### config.mk
export PLATFORM = sky130hd
export DESIGN_NAME = gb3_cfg
export DESIGN_NICKNAME = d
export VERILOG_FILES = /design/src/hdl/gb3_pkg.sv /design/src/hdl/gb3_cfg.sv
export SDC_FILE = /design/constraint.sdc
export NUM_CORES = 1
export LEC_CHECK = 0
export BUFFER_PORTS_ARGS = -buffer_cell sky130_fd_sc_hd__buf_4
export CAP_MARGIN = 20
export CORE_UTILIZATION = 37
export CTS_CLUSTER_SIZE = 8
export DETAILED_ROUTE_END_ITERATION = 7
export HOLD_SLACK_MARGIN = 0.03
export PLACE_DENSITY = 0.71
export SYNTH_ARGS = -nofsm -noshare
export SYNTH_HDL_FRONTEND = slang
export SYNTH_SLANG_ARGS = --single-unit
### constraint.sdc
create_clock -name clk -period 1.1 [get_ports clk]
set_input_delay 0.055 -clock clk [delete_from_list [all_inputs] [get_ports clk]]
set_output_delay 0.055 -clock clk [all_outputs]
set_load 0.005 [all_outputs]
### src/hdl/gb3_pkg.sv
`default_nettype none
package gb3_pkg;

	localparam int MAX_WIDTH  = 1024;
	localparam int MAX_HEIGHT = 4096;
	localparam int COL_W      = $clog2(MAX_WIDTH);
	localparam int ROW_W      = $clog2(MAX_HEIGHT);
	localparam int FW_W       = 11;
	localparam int FH_W       = 13;
	localparam int PIX_W      = 8;
	localparam int LINE_W     = 2 * PIX_W;
	localparam int NRES       = 4;
	localparam int SUM_W      = PIX_W + 4;

	localparam int PADDR_W    = 3;
	localparam int PDATA_W    = 32;
	localparam int REG_IDX_LSB = 2;

	// register index codes
	localparam logic REG_WIDTH  = 1'b0;
	localparam logic REG_HEIGHT = 1'b1;

	localparam logic [FW_W-1:0] WIDTH_RST  = FW_W'(1024);
	localparam logic [FH_W-1:0] HEIGHT_RST = FH_W'(1024);

	// result slots caused by one input, in emission order
	localparam logic [1:0] RES_ABOVE_MID  = 2'd0;
	localparam logic [1:0] RES_ABOVE_EDGE = 2'd1;
	localparam logic [1:0] RES_OWN_MID    = 2'd2;
	localparam logic [1:0] RES_OWN_EDGE   = 2'd3;

	typedef logic [PIX_W-1:0] pix_t;
	typedef pix_t [8:0] win_t;

	typedef struct packed {
		logic [FW_W-1:0] eff_w;
		logic [FH_W-1:0] eff_h;
		logic            clr;
	} cfg_t;

	typedef struct packed {
		logic row_ge1;
		logic row_ge2;
		logic first_col;
		logic last_col;
		logic last_row;
	} pos_t;

	typedef struct packed {
		win_t             win;
		logic [ROW_W-1:0] row;
		logic [COL_W-1:0] col;
		logic [NRES-1:0]  pend;
	} item_t;

	// 1-2-1 by 1-2-1 kernel; bot picks rows 1,2,2 and rgt picks cols 1,2,2
	function automatic pix_t blur(win_t w, logic bot, logic rgt);
		int ri [3];
		int ci [3];
		logic [PIX_W+1:0] rs [3];
		logic [SUM_W-1:0] s;
		ri[0] = bot ? 1 : 0;
		ri[1] = bot ? 2 : 1;
		ri[2] = 2;
		ci[0] = rgt ? 1 : 0;
		ci[1] = rgt ? 2 : 1;
		ci[2] = 2;
		for (int k = 0; k < 3; k++) begin
			rs[k] = (PIX_W+2)'(w[ri[k]*3 + ci[0]]) + {1'b0, w[ri[k]*3 + ci[1]], 1'b0}
				+ (PIX_W+2)'(w[ri[k]*3 + ci[2]]);
		end
		s = SUM_W'(rs[0]) + {rs[1], 1'b0} + SUM_W'(rs[2]) + SUM_W'(8);
		return s[SUM_W-1:4];
	endfunction

endpackage
`default_nettype wire

### src/hdl/gb3_cfg.sv
`default_nettype none
module gb3_cfg (
	input  wire logic                         clk,
	input  wire logic                         arst_n,
	input  wire logic                         psel,
	input  wire logic                         penable,
	input  wire logic                         pwrite,
	input  wire logic [gb3_pkg::PADDR_W-1:0]  paddr,
	input  wire logic [gb3_pkg::PDATA_W-1:0]  pwdata,
	output logic      [gb3_pkg::PDATA_W-1:0]  prdata,
	output logic                              pready,
	output gb3_pkg::cfg_t                     cfg
);
	import gb3_pkg::*;

	logic [FW_W-1:0] width_q;
	logic [FH_W-1:0] height_q;
	logic            wr;

	assign pready = 1'b1;
	assign wr     = psel & penable & pwrite;

	always_ff @(posedge clk or negedge arst_n) begin
		if (!arst_n) begin
			width_q  <= WIDTH_RST;
			height_q <= HEIGHT_RST;
		end else if (wr) begin
			unique case (paddr[REG_IDX_LSB])
				REG_WIDTH:  width_q  <= pwdata[FW_W-1:0];
				REG_HEIGHT: height_q <= pwdata[FH_W-1:0];
				default:    width_q  <= width_q;
			endcase
		end
	end

	always_comb begin
		unique case (paddr[REG_IDX_LSB])
			REG_WIDTH:  prdata = PDATA_W'(width_q);
			REG_HEIGHT: prdata = PDATA_W'(height_q);
			default:    prdata = '0;
		endcase
	end

	// zero means one, oversize saturates
	always_comb begin
		priority if (width_q == '0)
			cfg.eff_w = FW_W'(1);
		else if (width_q > FW_W'(MAX_WIDTH))
			cfg.eff_w = FW_W'(MAX_WIDTH);
		else
			cfg.eff_w = width_q;
		priority if (height_q == '0)
			cfg.eff_h = FH_W'(1);
		else if (height_q > FH_W'(MAX_HEIGHT))
			cfg.eff_h = FH_W'(MAX_HEIGHT);
		else
			cfg.eff_h = height_q;
		cfg.clr = wr;
	end

endmodule
`default_nettype wire

; Yosys cells after proc, flatten, opt, wreduce, memory -nomap -nowiden
; Index checks and enable logic that the tools add are counted.
[word_totals]
inputBits = 40
latch_bits = 0
register_bits = 24
word_cells = 16
rom_bits = 0
out_inout_bits = 58
ram_bits = 0
mem_count = 0
[op_classes]
n_shift = 0
n_lt_le_gt_ge = 2
div_mod_pow = 0
bitwise_logic = 3
addsub = 0
n_mux = 5
n_reduce_logical = 4
mul = 0
n_eq_ne = 0
[ops]
columns = operator, count
row1 = $pmux W32 S2, 1
row2 = $mux W13, 2
row3 = $mux W11, 2
row4 = $gt A13 B13 Y1 const B, 1
row5 = $logic_not A13 Y1, 1
row6 = $gt A11 B11 Y1 const B, 1
row7 = $logic_not A11 Y1, 1
row8 = $reduce_and A2 Y1, 2
row9 = $and A1 B1 Y1, 2
row10 = $not A1 Y1, 1

; Depth between registers and ports, before layout
[depth]
ltp_word = 3
depth_mapped = 4
ltp_nobuf = 2

; Worst setup path before layout
; Ideal clock, no wire load.
[synth_path]
kind = flip-flop to flip-flop
startpoint = reg width_q[10] (netlist name)
endpoint = reg width_q[10]
required_ns = 1.040
stages_incl_launch_ff = 3
arrival_ns = 0.977
setup_ns = 0.060
path_slack_ns = 0.063
n_path_buf = 1
synth_period_minus_slack_ns = 1.037
cell_sequence = dfstp_2 -> clkbuf_1 -> mux2_4
[synth_lines]
columns = item, line_no
row1 = "end signal, assigned", gb3_cfg.sv:29  ; REG_WIDTH: width_q <= pwdata[FW_W-1:0];
row2 = "end signal, assigned", gb3_cfg.sv:31  ; default: width_q <= width_q;
row3 = "end, declared", gb3_cfg.sv:16  ; logic [FW_W-1:0] width_q;

==> flow_summary.toml <==
[clock_network]
cts_buffer_depth = 2
root_buffer = "clkbuf_8"
cts.htree.levels = 1
clock_sinks = 24
path_clk_slew_ns = 0.09
numCtsBuffers = 3
clk-insertion-delay-late_ns = 0.26
cts_tree = "done"

[synth]
yosysTopAreaCell = "dfrtp_1"
syn_area_sq_um = 1540
ys_seq_area_share_pct = 39.2
synth.area.top_cells = "dfrtp_1, mux2_4, buf_4"
ys_ff_latch = 24
syn_avg_cell_area_sq_um = 12.2
yosysWarningCount = 0
netlist.area_leader.share_pct = 35.7
synthDistinctLibCells = 20
netlist_instances = 126

[die]
start_util_pct = 38.5
placementRows = 23
die_h_microns = 66.5
dieWidth_microns = 66.5
die_area_sq_um = 4420
core_sq_um = 4000
ios = 98

[setup_path]
cp.arrival_ns = 1.39
cpMaxStageDelayCell = "dfrtp_1"
critPathKind = "reg2out"
end_kind = "primary output"
worst_setup_path_start_kind = "register"
reg2regPathDepth = 3
path_max_fanout = 2
max_stage_delay_ns = 0.41
r2r_slack_ns = 0.08
cp_common_cell = "buf_4"
worst_ep_required_time_ns = 1.04
r2r_end = "height_q[12]"
rr_startpoint = "height_q[12]"
path_cells = "nor4_2 > buf_4 > a32o_1 > buf_4"

[placement]
place_ws_ns = -0.0870
io_buffers = 56
place_hpwl_microns = 2570
place.gp.congestion = 0.708

[grt]
grt_max_degree = 25
grt-ovfl-total = 0
first_global_vias = 1229
antenna_found_initial = 0
grt_pass1_wl_microns = 6130
grt_use_total_pct = 18.7

[timing]
setup_slack_ns = -0.346
max_clock_freq_mhz = 691
drv_slew = 0
fin_crit_ns = 1.45
setup_viol = 36
rsz0062_at_grt = "true"
fin_hold_ws_ns = 0.0284
clock_skew_ns = 0
hold_violations = 0
fin_crit_sh_pct = 131

[layout]
nFillCells = 293
layout_commonest_cell = "buf_4"
drive_above_1_share_pct = 65.9
final_nets = 261
final_cell_mix = "buf_4, buf_6, mux2_4"
synthToLayoutAreaGrowth_pct = 68.1
diodes = 0

[power_and_ir_drop]
power_density_nw_per_um2 = 1580
p_leak_uw = 0.00133
worst_ir_drop_vdd_uv = 758

[run]
maxCapViolations = 0

[detailed_routing]
firstDrtPassIters = 6
route.detailed.wl_per_inst_microns = 14.8
drtAntennaViolNets = 0
drt_iter0_drc = 33
drt-total-wl_microns = 4000
vias = 1230
viasPerCell = 4.56
drc = 2

[hold_path]
min_from = "pwdata[8]"
min_path_cells = 2
hp-class = "in2reg"
whs_endpoint = "width_q[8]"

[run_status]
status = "finished with violations"
violations = "DRC, setup timing"
[through the flow]
step	total power, uW	std cells	area, sq um	util (%)	setup TNS [ns]
3_5_place_dp	2800	241	2030	50.7	-0.133
4_1_cts	3900	267	2470	61.8	-4.79
6_report	4090	270	2590	64.7	-5.02
5_1_grt	4310	270	2590	64.7	-6.44
3_3_place_gp	2760	241	2030	50.7	-0.162
2_1_floorplan	1960	144	1610	-	0
[power breakdown]
group | internal [uW] | leakage (uW) | switching (uW)
registers | 1090 | 0.000284 | 202
clock network | 320 | 0.0000288 | 288
logic | 1500 | 0.00102 | 686
total | 2920 | 0.00133 | 1180
[state kept, by name, summed over array words and instances (netlist names)]
| signal | flops |
|---|---|
| width_q | 11 |
| height_q | 13 |
[final cells by class]
type / count / area, sq um / share of cell area, %
clock buffers: 4 / 55.1 / 2.13
inverters: 2 / 7.51 / 0.290
multi-input cells: 89 / 897 / 34.7
flip-flops and latches: 24 / 604 / 23.3
well taps: 50 / 62.6 / 2.42
repair buffers: 101 / 962 / 37.2
[critical path: cells and delay by family (launching register included)]
kind	cells	cell delay, ns
AO/OA/AOI/OAI	1	0.16
buffers and inverters	2	0.27
flip-flops	1	0.41
AND/OR/NAND/NOR	1	0.30
[kinds of logic after synthesis]
family | count (synthesis) | synth area share (%)
mux | 34 | 29.7
simple gates | 32 | 14.8
buf+inv | 31 | 14.2
flops | 24 | 39.2
compound gates | 3 | 1.62
other cells | 2 | 0.488
[cell usage after synthesis]
cell / instances
buf_2: 1
dfrtp_1: 22
mux2_2: 14
and2_1: 2
conb_1: 2
nor2_1: 1
inv_1: 2
nand4_4: 1
a32o_1: 2
nor4_1: 5
clkbuf_1: 4
o21ai_0: 1
nand4b_4: 1
nand2_1: 1
buf_4: 21
mux2_4: 20
and3_1: 1
dfstp_2: 2
nor2b_1: 20
buf_6: 3
[layer usage]
layer  up-vias  track usage (%)  share of wire (%)
li1        574                -                  -
met1       602             24.1                 43
met2        50             32.3                 51
met3         4             3.42                4.9
met4         0             3.99               0.58
met5         -                0                  0
[what timing repair did]
item                       4_1_cts  5_1_grt
setup endpoints to repair       36       37
cloned                           1        0
hold buffers                    11        1
gates resized for setup         47       25
hold endpoints to repair        35        1
setup buffers                   10        4
pin swaps                        4        3
[worst max path at each step]
stage	from	endpoint	depth (start not counted)
after global routing	height_q[4]	cfg[1]	4
after global placement	height_q[6]	cfg[1]	4
final	height_q[4]	cfg[1]	4
after detailed placement	height_q[4]	cfg[1]	4
after floorplan	width_q[10]	width_q[10]	2
after CTS	height_q[11]	cfg[1]	4
Power figures use the tool's default switching activity.
