### src/hdl/gb3_pkg.sv
`default_nettype none
package gb3_pkg;

	localparam int MAX_WIDTH  = 1024;
	localparam int MAX_HEIGHT = 4096;
	localparam int COL_W      = $clog2(MAX_WIDTH);
	localparam int ROW_W      = $clog2(MAX_HEIGHT);
	localparam int FW_W       = 11;
	localparam int FH_W       = 13;
	localparam int PIX_W      = 8;
	localparam int LINE_W     = 2 * PIX_W;
	localparam int NRES       = 4;
	localparam int SUM_W      = PIX_W + 4;

	localparam int PADDR_W    = 3;
	localparam int PDATA_W    = 32;
	localparam int REG_IDX_LSB = 2;

	// register index codes
	localparam logic REG_WIDTH  = 1'b0;
	localparam logic REG_HEIGHT = 1'b1;

	localparam logic [FW_W-1:0] WIDTH_RST  = FW_W'(1024);
	localparam logic [FH_W-1:0] HEIGHT_RST = FH_W'(1024);

	// result slots caused by one input, in emission order
	localparam logic [1:0] RES_ABOVE_MID  = 2'd0;
	localparam logic [1:0] RES_ABOVE_EDGE = 2'd1;
	localparam logic [1:0] RES_OWN_MID    = 2'd2;
	localparam logic [1:0] RES_OWN_EDGE   = 2'd3;

	typedef logic [PIX_W-1:0] pix_t;
	typedef pix_t [8:0] win_t;

	typedef struct packed {
		logic [FW_W-1:0] eff_w;
		logic [FH_W-1:0] eff_h;
		logic            clr;
	} cfg_t;

	typedef struct packed {
		logic row_ge1;
		logic row_ge2;
		logic first_col;
		logic last_col;
		logic last_row;
	} pos_t;

	typedef struct packed {
		win_t             win;
		logic [ROW_W-1:0] row;
		logic [COL_W-1:0] col;
		logic [NRES-1:0]  pend;
	} item_t;

	// 1-2-1 by 1-2-1 kernel; bot picks rows 1,2,2 and rgt picks cols 1,2,2
	function automatic pix_t blur(win_t w, logic bot, logic rgt);
		int ri [3];
		int ci [3];
		logic [PIX_W+1:0] rs [3];
		logic [SUM_W-1:0] s;
		ri[0] = bot ? 1 : 0;
		ri[1] = bot ? 2 : 1;
		ri[2] = 2;
		ci[0] = rgt ? 1 : 0;
		ci[1] = rgt ? 2 : 1;
		ci[2] = 2;
		for (int k = 0; k < 3; k++) begin
			rs[k] = (PIX_W+2)'(w[ri[k]*3 + ci[0]]) + {1'b0, w[ri[k]*3 + ci[1]], 1'b0}
				+ (PIX_W+2)'(w[ri[k]*3 + ci[2]]);
		end
		s = SUM_W'(rs[0]) + {rs[1], 1'b0} + SUM_W'(rs[2]) + SUM_W'(8);
		return s[SUM_W-1:4];
	endfunction

endpackage
`default_nettype wire

### src/hdl/gb3_if.sv
`default_nettype none


interface gb3_res_if;
	logic        valid;
	logic        ready;
	logic [7:0]  blurred_value;
	logic [11:0] out_row;
	logic [9:0]  out_col;
	logic        last_of_run;
	logic        frame_done;

	modport source (output valid, output blurred_value, output out_row, output out_col,
		output last_of_run, output frame_done, input ready);
	modport sink   (input valid, input blurred_value, input out_row, input out_col,
		input last_of_run, input frame_done, output ready);
endinterface
`default_nettype wire

### src/hdl/gb3_emit.sv
`default_nettype none
module gb3_emit (
	input  wire logic            clk,
	input  wire logic            arst_n,
	input  wire gb3_pkg::item_t  item,
	input  wire logic            item_load,
	output logic                 can_load,
	gb3_res_if.source            results
);
	import gb3_pkg::*;

	logic [NRES-1:0]  pend_s2;
	win_t             win_s2;
	logic [ROW_W-1:0] row_s2;
	logic [COL_W-1:0] col_s2;

	logic             ov_q;
	logic [PIX_W-1:0] val_q;
	logic [ROW_W-1:0] orow_q;
	logic [COL_W-1:0] ocol_q;
	logic             last_q;
	logic             done_q;

	logic [1:0]       idx;
	logic [NRES-1:0]  oh;
	logic [NRES-1:0]  rest;
	logic             emit;

	always_comb begin
		priority if (pend_s2[RES_ABOVE_MID])
			idx = RES_ABOVE_MID;
		else if (pend_s2[RES_ABOVE_EDGE])
			idx = RES_ABOVE_EDGE;
		else if (pend_s2[RES_OWN_MID])
			idx = RES_OWN_MID;
		else
			idx = RES_OWN_EDGE;
	end

	assign oh       = NRES'(1) << idx;
	assign rest     = pend_s2 & ~oh;
	assign emit     = (pend_s2 != '0) & (~ov_q | results.ready);
	assign can_load = (pend_s2 == '0) | (emit & (rest == '0));

	always_ff @(posedge clk or negedge arst_n) begin
		if (!arst_n) begin
			pend_s2 <= '0;
			ov_q    <= 1'b0;
		end else begin
			if (item_load)
				pend_s2 <= item.pend;
			else if (emit)
				pend_s2 <= rest;
			if (emit)
				ov_q <= 1'b1;
			else if (results.ready)
				ov_q <= 1'b0;
		end
	end

	always_ff @(posedge clk) begin
		if (item_load) begin
			win_s2 <= item.win;
			row_s2 <= item.row;
			col_s2 <= item.col;
		end
		if (emit) begin
			val_q  <= blur(win_s2, idx[1], idx[0]);
			orow_q <= idx[1] ? row_s2 : row_s2 - ROW_W'(1);
			ocol_q <= idx[0] ? col_s2 : col_s2 - COL_W'(1);
			last_q <= (rest == '0);
			done_q <= (idx == RES_OWN_EDGE);
		end
	end

	assign results.valid         = ov_q;
	assign results.blurred_value = val_q;
	assign results.out_row       = orow_q;
	assign results.out_col       = ocol_q;
	assign results.last_of_run   = last_q;
	assign results.frame_done    = done_q;

endmodule
`default_nettype wire

### src/flat_wrapper.sv
// flat-port wrapper written by rule: the top's interface ports become plain ports
module gb3_emit_flat import gb3_pkg::*;
  (clk, arst_n, item, item_load, can_load, results_valid, results_blurred_value, results_out_row, results_out_col, results_last_of_run, results_frame_done, results_ready);
  gb3_res_if results_i ();
  input  wire logic clk;
  input  wire logic arst_n;
  input  wire gb3_pkg::item_t item;
  input  wire logic item_load;
  output logic can_load;
  output wire logic [$bits(results_i.valid)-1:0] results_valid;
  output wire logic [$bits(results_i.blurred_value)-1:0] results_blurred_value;
  output wire logic [$bits(results_i.out_row)-1:0] results_out_row;
  output wire logic [$bits(results_i.out_col)-1:0] results_out_col;
  output wire logic [$bits(results_i.last_of_run)-1:0] results_last_of_run;
  output wire logic [$bits(results_i.frame_done)-1:0] results_frame_done;
  input wire logic [$bits(results_i.ready)-1:0] results_ready;
  assign results_valid = results_i.valid;
  assign results_blurred_value = results_i.blurred_value;
  assign results_out_row = results_i.out_row;
  assign results_out_col = results_i.out_col;
  assign results_last_of_run = results_i.last_of_run;
  assign results_frame_done = results_i.frame_done;
  assign results_i.ready = results_ready;
  gb3_emit u_core (.clk(clk), .arst_n(arst_n), .item(item), .item_load(item_load), .can_load(can_load), .results(results_i));
endmodule
### config.mk
export PLATFORM = sky130hd
export DESIGN_NAME = gb3_emit_flat
export DESIGN_NICKNAME = d
export VERILOG_FILES = /design/src/hdl/gb3_pkg.sv /design/src/hdl/gb3_if.sv /design/src/hdl/gb3_emit.sv /design/src/flat_wrapper.sv
export SDC_FILE = /design/constraint.sdc
export NUM_CORES = 1
export LEC_CHECK = 0
export BUFFER_PORTS_ARGS = -buffer_cell sky130_fd_sc_hd__buf_4
export CORE_MARGIN = 4
export CORE_UTILIZATION = 45
export CTS_CLUSTER_SIZE = 28
export DETAILED_ROUTE_END_ITERATION = 10
export MAX_ROUTING_LAYER = met4
export PLACE_DENSITY = 0.68
export SYNTH_ARGS = -nofsm -noshare
export SYNTH_HDL_FRONTEND = slang
export SYNTH_SLANG_ARGS = --single-unit
### constraint.sdc
create_clock -name clk -period 7.16 [get_ports clk]
set_input_delay 0.716 -clock clk [delete_from_list [all_inputs] [get_ports clk]]
set_output_delay 0.716 -clock clk [all_outputs]
set_load 0.1 [all_outputs]
* Word level (Yosys, flattened, before mapping)
Cells that the tools add are included.
** Word-level totals
- Flip-flop bits (word level) :: 131
- Input bits :: 102
- Output and inout port bits :: 34
- Word-level logic and storage cells :: 98
** Operators by class
- Add/sub/neg operators :: 19
- Multipliers :: 2
- Magnitude comparators :: 8
- Equality and inequality tests :: 1
- Shifts and indexed selects :: 1
- Mux-type cells :: 37
- Bitwise operators :: 7
- Reductions and logical operators :: 5
** Operators with widths (count)
- $bmux 8 s4 :: 8
- $lt 32x6->1 const B :: 8
- $add 32x32->32 :: 4
- $mux 8 :: 16
- $add 32x3->32 const B :: 2
- $add 4x32->32 const A :: 2
- $mul 32x3->32 const B :: 2
- $add 10x8->10 :: 3
- $add 8x9->10 :: 3
- $add 10x11->12 :: 1
- $add 12x10->12 :: 1
- $add 12x4->12 const B :: 1
- $mux 12 :: 1
- $sub 12x1->12 const B :: 1
- $mux 10 :: 1
- $sub 10x1->10 const B :: 1
- $logic_not 4->1 :: 2
- $mux 2 :: 4
- $mux 4 :: 2
- $mux 1 :: 5
- $and 4x4->4 :: 1
- $not 4->4 :: 1
- $reduce_bool 2->1 :: 2
- $reduce_bool 4->1 :: 1
- other kinds (5) :: 7

* Depth between registers and ports, before layout
- Depth after elaboration :: 14
- Mapped depth :: 30
- Depth with buffers taken out :: 27

* Worst setup path before layout
Ideal clock, no wire load.
- Kind :: register to register
- Start point :: reg u_core.pend_s2[2]
- End point :: reg u_core.val_q[7], in the netlist u_core.results.blurred_value[7], data pin
- Setup time :: 0.174 ns
- Arrival :: 7.398 ns
- Data required time :: 6.986 ns
- Slack :: -0.412 ns
- Stages on the path, launching flop included :: 28
- Path buffers :: 4
- Period minus slack after synthesis :: 7.572 ns
- Cell sequence :: dfrtp_1 > clkbuf_1 > nand2b_1 > nand2_1 > inv_1 > ha_1 > buf_2 > buf_2 > buf_2 > mux4_2 > nand2_1 > nand2_1 > fa_1 > ha_1 > fa_1 > a21o_1 > a21oi_1 > xor2_1 > fa_1 > fa_1 > fa_1 > fa_1 > inv_1 > ha_1 > and3_1 > a221oi_1 > nor3_1 > a311oi_1
** On the way
- Cells in the longest elaborated chain, start to end :: 13
- Elaborated cells on any way between the ends :: 38
- Those cells by class :: add/sub (15); mux (23)
** RTL lines
- start, declared :: RTL line gb3_emit.sv:12 : logic [NRES-1:0] pend_s2;
- start signal, assigned :: RTL line gb3_emit.sv:51 : pend_s2 <= item.pend;
- start signal, assigned :: RTL line gb3_emit.sv:53 : pend_s2 <= rest;
- $mux 1 (*) :: RTL line gb3_emit.sv:34 : else if (pend_s2[RES_OWN_MID])
- $mux 2 (*) :: RTL line gb3_emit.sv:32 : else if (pend_s2[RES_ABOVE_EDGE])
- $mux 2 (*) :: RTL line gb3_emit.sv:30 : priority if (pend_s2[RES_ABOVE_MID])
- $mux 1 / $mux 2 (equally long branches) :: RTL line gb3_pkg.sv:65, gb3_pkg.sv:66
- $add 32x32->32 :: RTL line gb3_pkg.sv:69 : rs[k] = (PIX_W+2)'(w[ri[k]*3 + ci[0]]) + {1'b0, w[ri[k]*3 + ci[1]], 1'b0}
- $bmux 8 s4 :: RTL line gb3_pkg.sv:69
- $mux 8 (implied by the code) (2 in series) :: RTL line gb3_pkg.sv:69
- $add 8x9->10 :: RTL line gb3_pkg.sv:69
- $add 10x8->10 :: RTL line gb3_pkg.sv:70 : + (PIX_W+2)'(w[ri[k]*3 + ci[2]]);
- $add 10x11->12 :: RTL line gb3_pkg.sv:72 : s = SUM_W'(rs[0]) + {rs[1], 1'b0} + SUM_W'(rs[2]) + SUM_W'(8);
- $add 12x10->12 (*) :: RTL line gb3_pkg.sv:72
- $add 12x4->12 (*) :: RTL line gb3_pkg.sv:72
- end signal, assigned :: RTL line gb3_emit.sv:68 : val_q <= blur(win_s2, idx[1], idx[0]);
- end, declared :: RTL line gb3_emit.sv:18 : logic [PIX_W-1:0] val_q;
Every way passes the cells marked *; elsewhere a longest branch is shown, timed or not. The select of a mux whose other input is x is not followed.
A chain may end at the register's enable or synchronous reset.

* Worst setup path in the final report
- Start point :: reg u_core.pend_s2[1]
- End point :: reg u_core.val_q[7], in the netlist u_core.results.blurred_value[7], data pin
** On the way
- Cells in the longest elaborated chain, start to end :: 13
- Elaborated cells on any way between the ends :: 49
- Those cells by class :: add/sub (17); mul (2); mux (30)
** RTL lines (RTL line)
- $mux 2 (*) :: gb3_emit.sv:32
- $mux 2 (*) :: gb3_emit.sv:30
- $mux 1 / $mux 2 (equally long branches) :: gb3_pkg.sv:62, gb3_pkg.sv:63
- $mul 32x3->32 :: gb3_pkg.sv:69, gb3_pkg.sv:70
- $add 32x32->32 :: gb3_pkg.sv:69
- $bmux 8 s4 :: gb3_pkg.sv:69
- $mux 8 (implied by the code) (2 in series) :: gb3_pkg.sv:69
- $add 8x9->10 :: gb3_pkg.sv:69
- $add 10x8->10 :: gb3_pkg.sv:70
- $add 10x11->12 :: gb3_pkg.sv:72
- $add 12x10->12 (*) :: gb3_pkg.sv:72
- $add 12x4->12 (*) :: gb3_pkg.sv:72
Marks and branches as above.

==> impl_metrics.env <==
export IMPL_cp_start_kind="flip-flop"
export IMPL_die_h_microns=145.3
export IMPL_post_synth_top_area_cell="edfxtp_1"
export IMPL_routed_wl_microns=21300
export IMPL_insertedDiodeCount=0
export IMPL_skew_ns=0.01126
export IMPL_netlist_area_sq_um=8481
export IMPL_maxSlewViolCount=0
export IMPL_synth_seq_cells=131
export IMPL_synthToLayoutAreaGrowth_pct=27.54
export IMPL_core_area_sq_um=18270
export IMPL_place_congestion=0.8754
export IMPL_min_period_over_period_pct=96.58
export IMPL_grt_max_degree=74
export IMPL_hp_class="input port to asynchronous set/reset pin"
export IMPL_hold_viol=0
export IMPL_ys_types=56
export IMPL_antenna_found_initial=0
export IMPL_num_rows=49
export IMPL_cts_tree="done"
export IMPL_worstSetupStartpoint="u_core.pend_s2[1]$_DFFE_PN0P_"
export IMPL_syn_avg_cell_area_sq_um=12.77
export IMPL_antenna_left=0
export IMPL_synth_edf_count=126
export IMPL_yosysWarnings=0
export IMPL_cts_hold_buf=0
export IMPL_port_buffers=135
export IMPL_synthArstFlopShare_pct=3.817
export IMPL_placed_area_sq_um=9894
export IMPL_fmax_mhz=144.6
export IMPL_finalCriticalPeriod_ns=6.915
export IMPL_root_buffer="clkbuf_16"
export IMPL_clk_pin_slew_ns=0.07
export IMPL_finalSetupViolations=0
export IMPL_drt_iter0_drc=362
export IMPL_rsz0062_at_grt="true"
export IMPL_drtPass1Iterations=5
export IMPL_worst_setup_path_end_kind="flip-flop"
export IMPL_drive_gt1_share_pct=33.57
export IMPL_vias_per_cell=5.588
export IMPL_clock_latency_ns=0.43
export IMPL_crit_path_max_incr_delay_ns=0.58
export IMPL_critPathArrivalTime_ns=7.17
export IMPL_setup_worst_path_class="flip-flop to flip-flop"
export IMPL_cts_buffers=17
export IMPL_rrSetupSlack_ns=0.24
export IMPL_r2r_start="u_core.pend_s2[1]$_DFFE_PN0P_"
export IMPL_routedWlPerCell_microns=19.87
export IMPL_status="finished clean"
export IMPL_initial_core_util_pct=46.42
export IMPL_path_cells="nor2_4 -> inv_4 -> ha_4 -> nor2_4 -> mux2_4 -> mux4_2 -> fa_1 -> ha_4 -> fa_2 -> a21o_1 -> a21oi_4 -> xor2_2 -> fa_2 -> fa_2 -> fa_1 -> fa_1 -> inv_1 -> ha_2 -> a21o_1 -> a221oi_4 -> nor3_1 -> a311oi_1"
export IMPL_ioPinCount=136
export IMPL_fin_nets=1010
export IMPL_ys_seq_area_share_pct=46.09
export IMPL_final_core_util_pct=59.20
export IMPL_die_area_sq_um=21110
export IMPL_grt_overflow_total=0
export IMPL_synth_nets=844
export IMPL_drv_cap=0
export IMPL_grtUsageTotal_pct=20.89
export IMPL_die_w_microns=145.3
export IMPL_syn_inst=664
export IMPL_yosysTopAreaCellShare_pct=44.61
export IMPL_grt_pass1_vias=6259
export IMPL_ys_flop_type="edfxtp_1"
export IMPL_netlist_top_cells_area="edfxtp_1, fa_1, mux4_2, mux2i_1, ha_1"
export IMPL_grt_pass1_wl_microns=33790
export IMPL_htree_levels=4
export IMPL_clkSinkCount=131
export IMPL_slew_headroom_pct=22.72
export IMPL_worstMarginPinSlew_ns=1.156
export IMPL_drc=0
export IMPL_crit_path_top_delay_cell="fa_2"
export IMPL_fin_area_sq_um=10820
export IMPL_cts_buffer_depth=2
export IMPL_worstPathMaxFanout=7
export IMPL_required_ns=7.41
export IMPL_dr_total_vias=5990
export IMPL_dpl_hpwl_microns=16080
==> sequential cells by signal, summed over array words and instances (netlist names) <==
| register | flops |
|---|---|
| u_core.col_s2 | 10 |
| u_core.pend_s2 | 4 |
| u_core.results.blurred_value | 8 |
| u_core.results.frame_done | 1 |
| u_core.results.last_of_run | 1 |
| u_core.results.out_col | 10 |
| u_core.results.out_row | 12 |
| u_core.results.valid | 1 |
| u_core.row_s2 | 12 |
| u_core.win_s2 | 72 |
==> cell usage after synthesis (7+ instances only) <==
cell / instances
mux4_2: 28
nand3_1: 15
nor2_1: 21
xnor2_1: 21
ha_1: 32
buf_2: 9
o21ai_0: 25
edfxtp_1: 126
mux2i_1: 49
mux2_2: 14
clkbuf_1: 7
a21o_1: 9
nand2_1: 70
fa_1: 46
a21oi_1: 29
xor2_1: 8
inv_1: 63
==> metal layers <==
metal  up-vias  share of wire, %  track usage (%)
met1      2990                46            29.76
li1       2749                 -                -
met3        30               6.1            3.804
met2       221                47            30.90
met4         0               1.5            6.173
met5         -                 0                -
==> cells by family (layout without fill, tap and decap cells) <==
logic type | Yosys count | in the layout | synth area share [%]
adder cells (fa/ha/maj) | 78 | 78 | 15.58
multiplexers | 99 | 99 | 16.23
flip-flops | 131 | 131 | 46.09
XOR/XNOR | 29 | 29 | 2.995
AO/OA/AOI/OAI | 90 | 90 | 6.565
AND/OR/NAND/NOR | 142 | 142 | 7.893
buffers and inverters | 95 | 274 | 4.647
==> path summary, 6_finish.rpt <==
kind / to / cells past startpoint
worst min-delay path: u_core.results.valid$_DFFE_PN0P_ / 1
worst max register to register: u_core.results.blurred_value[7]$_DFFE_PP_ / 22
worst max-delay path: u_core.results.blurred_value[7]$_DFFE_PP_ / 22
min in group clk: u_core.win_s2[7]$_DFFE_PP_ / 1
worst min register to register: u_core.results.out_col[9]$_DFFE_PP_ / 1
max in group asynchronous: u_core.pend_s2[0]$_DFFE_PN0P_ / 1
==> critical path: cells and delay by family, from the launching register on <==
kind,cells,cell delay (ns)
AOI/OAI and AO/OA,5,1.16
DFF,1,0.44
adders and majority gates,9,3.45
xor gates and xnor gates,1,0.18
buffers and inverters,2,0.12
and+or+nand+nor,3,0.53
muxes,2,0.83
==> final cells by class <==
type	count	area [sq um]
Timing Repair Buffer	173	1340
Fill cell	1433	7453
Multi-Input combinational cell	438	4402
Tap cell	229	286.5
Clock inverter	15	187.7
Sequential cell	131	3911
Inverter	69	264.0
Clock buffer	17	425.4
==> placed cells by master (no fill, tap or decap), types with 4 or more instances in the layout <==
master     instances
a21o_1             9
a21oi_1           27
buf_4            168
clkbuf_16         18
edfxtp_1         126
fa_1              42
fa_2               4
ha_1              22
ha_4               9
inv_1             62
inv_6              5
inv_8              4
mux2_1             6
mux2_2            12
mux2_4             4
mux2i_1           49
mux4_2            28
nand2_1           69
nand3_1           15
nand3b_1           5
nor2_1            20
nor3b_1            5
o21ai_0           24
xnor2_1           20
xor2_1             7
==> timing repair <==
item / CTS / global route
gates resized for setup: 1 / 39
pin swaps: 2 / 27
gates cloned: 0 / 1
buffers inserted: 2 / 7
setup endpoints to repair: 3 / 4
==> per-stage QoR <==
stage	hold slack (ns)	setup WS [ns]	std cells	setup TNS [ns]
after floorplan	0.4204	0.03790	664	0
after global placement	0.5235	0.1799	1030	0
after detailed placement	0.5253	0.03687	1030	0
after CTS	0.06423	0.01324	1064	0
after global routing	0.06857	-0.0001403	1072	-0.0001403
final	0.08046	0.2449	1072	0
Power is not shown: default switching activity piles up to over one toggle a cycle in this logic, so the estimate is an artifact.
